### src/hdl/fuxc_pkg.sv
// ----------------------------------------------------------------------------
// fuxc_pkg
// Shared constants and types for the frame unescape / XOR check block.
// ----------------------------------------------------------------------------
package fuxc_pkg;

    localparam logic [7:0] ESC_BYTE      = 8'h7D;
    localparam logic [7:0] FLAG_BYTE     = 8'h7E;
    localparam logic [7:0] ESC_CODE_ESC  = 8'h01;
    localparam logic [7:0] ESC_CODE_FLAG = 8'h02;

    localparam int QUEUE_DEPTH = 4;

    // One or two unescaped bytes produced by one escaped input byte.
    typedef struct packed {
        logic       two;
        logic [7:0] byte0;
        logic       last0;
        logic [7:0] byte1;
        logic       last1;
    } pair_t;

endpackage

### src/hdl/frame_unescape_xor_check.sv
// ----------------------------------------------------------------------------
// frame_unescape_xor_check
// Byte unstuffing (7D 01 -> 7D, 7D 02 -> 7E) with XOR check and frame length.
// ----------------------------------------------------------------------------
// Takes one escaped byte per cycle while the queue has room and sends out one
// unescaped byte per cycle while the output is ready. An escaped byte yields
// zero, one or two output bytes (two only for a 7D followed by an unknown
// code); a four-entry queue between the classifier and the output stage
// absorbs these bursts, so input accepts continue while the output is stalled
// until the queue fills. The output is registered. The transaction carrying
// tlast also carries the unescaped frame length (saturated at MAX_FRAME) and
// tuser = 1 when the XOR of all bytes but the first and last is zero.
// ----------------------------------------------------------------------------
module frame_unescape_xor_check
    import fuxc_pkg::*;
#(
    parameter int MAX_FRAME = 1024
)
(
    input  logic                 clk,
    input  logic                 rst_n,
    input  logic                 s_axis_tvalid,
    output logic                 s_axis_tready,
    input  logic [7:0]           s_axis_tdata,   // [7:0] in_byte
    input  logic                 s_axis_tlast,   // in_last
    output logic                 m_axis_tvalid,
    input  logic                 m_axis_tready,
    // out_byte, then frame_length, zero padded to bytes
    output logic [((8 + $clog2(MAX_FRAME + 1) + 7) / 8) * 8 - 1:0] m_axis_tdata,
    output logic                 m_axis_tlast,   // out_last
    output logic                 m_axis_tuser    // check_ok
);

    localparam int LEN_W  = $clog2(MAX_FRAME + 1);
    localparam int DATA_W = ((8 + LEN_W + 7) / 8) * 8;

    logic             push;
    pair_t            push_data;
    logic             full;
    logic             pop;
    pair_t            head;
    logic             empty;
    logic [7:0]       out_byte;
    logic [LEN_W-1:0] frame_length;

    fuxc_front u_front (
        .clk       (clk),
        .rst_n     (rst_n),
        .in_valid  (s_axis_tvalid),
        .in_ready  (s_axis_tready),
        .in_byte   (s_axis_tdata),
        .in_last   (s_axis_tlast),
        .full      (full),
        .push      (push),
        .push_data (push_data)
    );

    fuxc_fifo u_fifo (
        .clk     (clk),
        .rst_n   (rst_n),
        .wr_en   (push),
        .wr_data (push_data),
        .full    (full),
        .rd_en   (pop),
        .rd_data (head),
        .empty   (empty)
    );

    fuxc_back #(
        .MAX_FRAME (MAX_FRAME),
        .LEN_W     (LEN_W)
    ) u_back (
        .clk          (clk),
        .rst_n        (rst_n),
        .head         (head),
        .empty        (empty),
        .pop          (pop),
        .out_valid    (m_axis_tvalid),
        .out_ready    (m_axis_tready),
        .out_byte     (out_byte),
        .out_last     (m_axis_tlast),
        .check_ok     (m_axis_tuser),
        .frame_length (frame_length)
    );

    assign m_axis_tdata = DATA_W'({frame_length, out_byte});

endmodule

### src/hdl/fuxc_front.sv
// ----------------------------------------------------------------------------
// fuxc_front
// Accepts escaped bytes, tracks the pending escape and classifies each byte
// into zero, one or two unescaped bytes for the queue.
// ----------------------------------------------------------------------------
module fuxc_front
    import fuxc_pkg::*;
(
    input  logic       clk,
    input  logic       rst_n,
    input  logic       in_valid,
    output logic       in_ready,
    input  logic [7:0] in_byte,
    input  logic       in_last,
    input  logic       full,
    output logic       push,
    output pair_t      push_data
);

    logic  pending_reg;
    logic  pending_next;
    logic  emit;
    logic  accept;
    pair_t pair;

    assign in_ready = !full;
    assign accept   = in_valid && in_ready;

    always_comb
    begin
        pair         = '0;
        emit         = 1'b1;
        pending_next = pending_reg;
        if (pending_reg)
        begin
            pending_next = 1'b0;
            if (in_byte == ESC_CODE_ESC)
            begin
                pair.byte0 = ESC_BYTE;
                pair.last0 = in_last;
            end
            else if (in_byte == ESC_CODE_FLAG)
            begin
                pair.byte0 = FLAG_BYTE;
                pair.last0 = in_last;
            end
            else
            begin
                // unknown escape: 7D goes out raw, this byte handled normally
                pair.byte0 = ESC_BYTE;
                pair.last0 = 1'b0;
                if (in_byte == ESC_BYTE && !in_last)
                begin
                    pending_next = 1'b1;
                end
                else
                begin
                    pair.two   = 1'b1;
                    pair.byte1 = in_byte;
                    pair.last1 = in_last;
                end
            end
        end
        else if (in_byte == ESC_BYTE && !in_last)
        begin
            emit         = 1'b0;
            pending_next = 1'b1;
        end
        else
        begin
            pair.byte0 = in_byte;
            pair.last0 = in_last;
        end
        if (in_last)
        begin
            pending_next = 1'b0;
        end
    end

    assign push      = accept && emit;
    assign push_data = pair;

    always_ff @(posedge clk or negedge rst_n)
    begin
        if (!rst_n)
        begin
            pending_reg <= 1'b0;
        end
        else if (accept)
        begin
            pending_reg <= pending_next;
        end
    end

endmodule

### src/hdl/fuxc_fifo.sv
// ----------------------------------------------------------------------------
// fuxc_fifo
// Short register queue of byte pairs between the front and back parts.
// ----------------------------------------------------------------------------
module fuxc_fifo
    import fuxc_pkg::*;
(
    input  logic  clk,
    input  logic  rst_n,
    input  logic  wr_en,
    input  pair_t wr_data,
    output logic  full,
    input  logic  rd_en,
    output pair_t rd_data,
    output logic  empty
);

    localparam int PTR_W = $clog2(QUEUE_DEPTH);
    localparam int CNT_W = $clog2(QUEUE_DEPTH + 1);

    pair_t             mem_reg [QUEUE_DEPTH];
    logic [PTR_W-1:0]  wr_ptr_reg;
    logic [PTR_W-1:0]  rd_ptr_reg;
    logic [CNT_W-1:0]  count_reg;
    logic              do_wr;
    logic              do_rd;

    assign full    = (count_reg == CNT_W'(QUEUE_DEPTH));
    assign empty   = (count_reg == '0);
    assign do_wr   = wr_en && !full;
    assign do_rd   = rd_en && !empty;
    assign rd_data = mem_reg[rd_ptr_reg];

    always_ff @(posedge clk)
    begin
        if (do_wr)
        begin
            mem_reg[wr_ptr_reg] <= wr_data;
        end
    end

    always_ff @(posedge clk or negedge rst_n)
    begin
        if (!rst_n)
        begin
            wr_ptr_reg <= '0;
            rd_ptr_reg <= '0;
            count_reg  <= '0;
        end
        else
        begin
            if (do_wr)
            begin
                wr_ptr_reg <= (wr_ptr_reg == PTR_W'(QUEUE_DEPTH - 1)) ? '0 : wr_ptr_reg + 1'b1;
            end
            if (do_rd)
            begin
                rd_ptr_reg <= (rd_ptr_reg == PTR_W'(QUEUE_DEPTH - 1)) ? '0 : rd_ptr_reg + 1'b1;
            end
            if (do_wr && !do_rd)
            begin
                count_reg <= count_reg + 1'b1;
            end
            else if (do_rd && !do_wr)
            begin
                count_reg <= count_reg - 1'b1;
            end
        end
    end

endmodule

### src/hdl/fuxc_back.sv
// ----------------------------------------------------------------------------
// fuxc_back
// Drains byte pairs one byte per cycle unless stalled, keeps the running XOR
// and the saturating length, and holds the registered output transaction.
// ----------------------------------------------------------------------------
module fuxc_back
    import fuxc_pkg::*;
#(
    parameter int MAX_FRAME = 1024,
    parameter int LEN_W     = 11
)
(
    input  logic             clk,
    input  logic             rst_n,
    input  pair_t            head,
    input  logic             empty,
    output logic             pop,
    output logic             out_valid,
    input  logic             out_ready,
    output logic [7:0]       out_byte,
    output logic             out_last,
    output logic             check_ok,
    output logic [LEN_W-1:0] frame_length
);

    logic             half_reg;
    logic [7:0]       xor_reg;
    logic [LEN_W-1:0] count_reg;
    logic             valid_reg;
    logic [7:0]       byte_reg;
    logic             last_reg;
    logic             ok_reg;
    logic [LEN_W-1:0] len_reg;

    logic             load;
    logic [7:0]       sel_byte;
    logic             sel_last;
    logic [LEN_W-1:0] count_inc;

    assign load      = !empty && (!valid_reg || out_ready);
    assign sel_byte  = half_reg ? head.byte1 : head.byte0;
    assign sel_last  = half_reg ? head.last1 : head.last0;
    assign pop       = load && (half_reg || !head.two);
    assign count_inc = (count_reg < LEN_W'(MAX_FRAME)) ? count_reg + 1'b1 : count_reg;

    always_ff @(posedge clk or negedge rst_n)
    begin
        if (!rst_n)
        begin
            half_reg  <= 1'b0;
            xor_reg   <= '0;
            count_reg <= '0;
            valid_reg <= 1'b0;
            byte_reg  <= '0;
            last_reg  <= 1'b0;
            ok_reg    <= 1'b0;
            len_reg   <= '0;
        end
        else
        begin
            if (load)
            begin
                valid_reg <= 1'b1;
                byte_reg  <= sel_byte;
                last_reg  <= sel_last;
                half_reg  <= !pop;
                if (sel_last)
                begin
                    ok_reg    <= (xor_reg == '0);
                    len_reg   <= count_inc;
                    xor_reg   <= '0;
                    count_reg <= '0;
                end
                else
                begin
                    ok_reg    <= 1'b0;
                    len_reg   <= '0;
                    count_reg <= count_inc;
                    // the first byte of a frame stays out of the check
                    if (count_reg != '0)
                    begin
                        xor_reg <= xor_reg ^ sel_byte;
                    end
                end
            end
            else if (out_ready)
            begin
                valid_reg <= 1'b0;
            end
        end
    end

    assign out_valid    = valid_reg;
    assign out_byte     = byte_reg;
    assign out_last     = last_reg;
    assign check_ok     = ok_reg;
    assign frame_length = len_reg;

endmodule
### config.mk
export PLATFORM = sky130hd
export DESIGN_NAME = frame_unescape_xor_check
export DESIGN_NICKNAME = d
export VERILOG_FILES = /design/src/hdl/fuxc_pkg.sv /design/src/hdl/frame_unescape_xor_check.sv /design/src/hdl/fuxc_front.sv /design/src/hdl/fuxc_fifo.sv /design/src/hdl/fuxc_back.sv
export SDC_FILE = /design/constraint.sdc
export NUM_CORES = 1
export LEC_CHECK = 0
export ABC_AREA = 1
export BUFFER_PORTS_ARGS = -buffer_cell sky130_fd_sc_hd__buf_2
export CORE_ASPECT_RATIO = 0.7
export CORE_UTILIZATION = 60
export CTS_CLUSTER_DIAMETER = 30
export DETAILED_ROUTE_END_ITERATION = 8
export PLACE_DENSITY = 0.91
export SKIP_CTS_REPAIR_TIMING = 1
export SLEW_MARGIN = 25
export SYNTH_ARGS = -nofsm -noshare
export SYNTH_HDL_FRONTEND = slang
export SYNTH_SLANG_ARGS = --single-unit
### constraint.sdc
create_clock -name clk -period 3 [get_ports clk]
set_clock_uncertainty 0.1 [all_clocks]
set_input_delay 0.45 -clock clk [delete_from_list [all_inputs] [get_ports clk]]
set_output_delay 0.45 -clock clk [all_outputs]
set_load 0.01 [all_outputs]
==> results.py <==
metrics = {
    "clock_tree": {
        "root_buffer": "clkbuf_16",
        "worstSkewPairLatency_ns": 0.42,
        "clk_pin_slew_ns": 0.06,
        "clk_path_buf_depth": 2,
        "htreeDepth": 4,
        "clock-sinks": 126,
        "numCtsBuffers": 17,
        "cts_tree": "built",
    },
    "floorplan": {
        "io_pins": 41,
        "die_w_um": 121,
        "core_um2": 9680,
        "dieHeight_um": 85.5,
        "start_util_pct": 61.8,
        "row_count": 30,
        "dieArea_um2": 10400,
    },
    "pwr": {
        "power_density_nw_per_um2": 1000,
        "clkPwrFrac_pct": 26.7,
        "leakage_nw": 3.33,
        "seq_power_share_pct": 37.5,
        "max-vdd-ir-drop_mv": 0.689,
        "p_int_mw": 4.14,
        "switchingPower_mw": 2.61,
        "p_sw_share_pct": 38.6,
        "p_comb_share_pct": 35.8,
    },
    "layout": {
        "fin_nets": 725,
        "diodes": 0,
        "syn_to_final_growth_pct": 12.8,
        "drive_gt1_share_pct": 12.7,
        "fin_util_pct": 69.7,
        "fillers": 655,
        "largest_register_ffs": 76,
    },
    "run": {
        "drv_cap": 0,
    },
    "logic_synthesis": {
        "synth_top_area_share_pct": 38.2,
        "synthTopCellsByCount": "nand2_1 (209), inv_1 (105), edfxtp_1 (76)",
        "synth-edff-count": 76,
        "synth_cell_types": 34,
        "async_flop_share_pct": 39.7,
        "synth_warnings": 0,
        "postSynthAreaPerCell_um2": 9.09,
        "syn_area_um2": 5980,
        "ys_seq_area_share_pct": 59.1,
        "synth_area_leaders": "edfxtp_1 (38%), dfrtp_1 (21%), nand2_1 (13%)",
        "syn_inst": 658,
        "yosysTopAreaCell": "edfxtp_1",
        "synth-main-ff-cell": "edfxtp_1",
        "ys_ff_latch": 126,
        "synth_most_common_cell": "nand2_1",
    },
    "global_route": {
        "grt_max_degree": 35,
        "grt_pass1_vias": 4622,
        "grt.total_usage_pct": 29.5,
        "overflow": 0,
        "grt_first_pass_wirelength_um": 22600,
        "antenna_found_initial": 0,
    },
    "critical_path": {
        "critPathArrivalTime_ns": 2.62,
        "cp.required_ns": 3.19,
        "cp_cell_sequence": "nor2_2, a21boi_0, nand2_2, inv_1, ha_1, inv_1, fa_1, a21oi_1, o21ai_0, xor2_1",
        "crit_slowest_cell": "dfrtp_1",
        "worstSetupStartpointType": "flop",
        "critPathMaxFanout": 7,
        "slowest_delay_ns": 0.42,
        "cp-end-kind": "flop",
        "crit_type": "reg2reg",
        "timing.critical_path.mode_cell": "inv_1",
    },
    "drt": {
        "ant_nets": 0,
        "via_per_inst": 5.66,
        "dr.first_iter.drc_count": 546,
        "wl_per_cell_um": 16.4,
        "drc": 0,
        "wirelength_um": 13900,
        "vias": 4777,
        "dr.pass1.iters": 7,
    },
    "timing": {
        "max_freq_mhz": 412,
        "whs_ns": -0.0271,
        "tightestPinTransition_ns": 0.688,
        "maxSlewHeadroom_pct": 54.2,
        "drv_slew": 0,
        "period_share_pct": 80.9,
        "finalSetupViolCount": 0,
        "layout_min_cycle_time_ns": 2.43,
        "rsz0062_at_grt": "false",
        "setup_tns_ns": 0,
        "finalHoldViolCount": 29,
    },
    "placement": {
        "gp_congestion": 0.940,
        "io_buffers": 35,
        "dp_hpwl_um": 8670,
    },
    "status": {
        "violations": "negative hold slack",
        "status": "finished, violations left",
    },
    "hold_path": {
        "hold_class": "in2async",
    },
}
-- stage by stage --
stage	cell area, µm²	setup slack, ns	power [mW]	std cells	hold WS, ns
2_1_floorplan	6000	0.745	4.27	662	0.0544
3_3_place_gp	6230	0.548	4.68	812	0.358
3_5_place_dp	6230	0.433	4.83	812	0.369
4_1_cts	6750	0.601	6.70	844	-0.0143
5_1_grt	6750	0.406	7.11	844	0.0187
6_report	6750	0.572	6.75	844	-0.0271
-- path summary, 6_finish.rpt --
check                                              end  depth (start not counted)  slack [ns]              startpoint
worst max register to register     u_fifo.count_reg[2]                         10        0.57     u_fifo.count_reg[1]
worst min-delay path            u_back.frame_length[0]                          1       -0.03                   rst_n
max in group asynchronous            u_back.xor_reg[0]                          2        2.20                   rst_n
min in group clk                      u_back.out_valid                          4        0.26           m_axis_tready
worst max-delay path               u_fifo.count_reg[2]                         10        0.57     u_fifo.count_reg[1]
worst min register to register  u_back.frame_length[1]                          2        0.38  u_back.frame_length[1]
-- kinds of logic (layout without fill, tap and decap cells) --
kind of cell	Yosys count	after routing	share of synthesized area, %
AND/OR/NAND/NOR	334	334	23.5
adder cells (fa/ha/maj)	9	9	2.01
buffers and inverters	136	190	10.2
multiplexers	1	1	0.188
AO/OA/AOI/OAI	46	46	4.23
flip-flops	126	126	59.1
XOR/XNOR	5	5	0.732
other	1	5	0.0627
-- area by class of cell --
type	instances	area [µm²]	area share, %
clock buffer	20	437	6.47
clock inverter	12	77.6	1.15
inverter	109	409	6.06
multi-input combinational	400	1850	27.4
sequential	126	3530	52.4
tap	128	160	2.37
timing repair buffer	49	280	4.15
-- power groups by stage --
stage / Clock (mW) / Combinational (mW) / Sequential (mW)
detailed placement: 0 / 2.30 / 2.53
CTS: 1.81 / 2.38 / 2.51
global route: 1.88 / 2.68 / 2.56
floorplan: 0 / 1.76 / 2.51
global placement: 0 / 2.17 / 2.51
finish: 1.80 / 2.42 / 2.53
-- cell usage in the layout (no fill, tap or decap), types with 2 or more instances in the layout --
master       n
nand2_1    209
inv_1      105
edfxtp_1    76
nand3_1     58
dfrtp_1     50
nor2_1      43
buf_2       35
o21ai_0     18
clkbuf_16   17
buf_4       14
a21oi_1     12
a31oi_1      8
ha_1         8
clkinv_1     6
nand2_2      5
conb_1       5
clkinv_2     5
inv_2        4
nand4_1      4
xor2_1       4
o22ai_1      4
nor2_2       3
nand3_2      3
nor4_1       3
clkbuf_1     3
nor3_1       2
nand2_4      2
-- worst max-delay path, delay by kind of cell (launching register included) --
family / cells / cell delay, ns
compound gates: 3 / 0.62
xor+xnor: 1 / 0.17
fa+ha+maj: 2 / 0.54
buf+inv: 2 / 0.20
flops: 1 / 0.42
simple gates: 2 / 0.25
-- routing by layer --
layer | wire length, µm | track usage, %
met5 | 0 | 0
met4 | 329 | 12.1
met3 | 1540 | 9.18
met2 | 6500 | 46.0
met1 | 5510 | 38.6
Note: power is estimated with default switching activity, not from simulation.
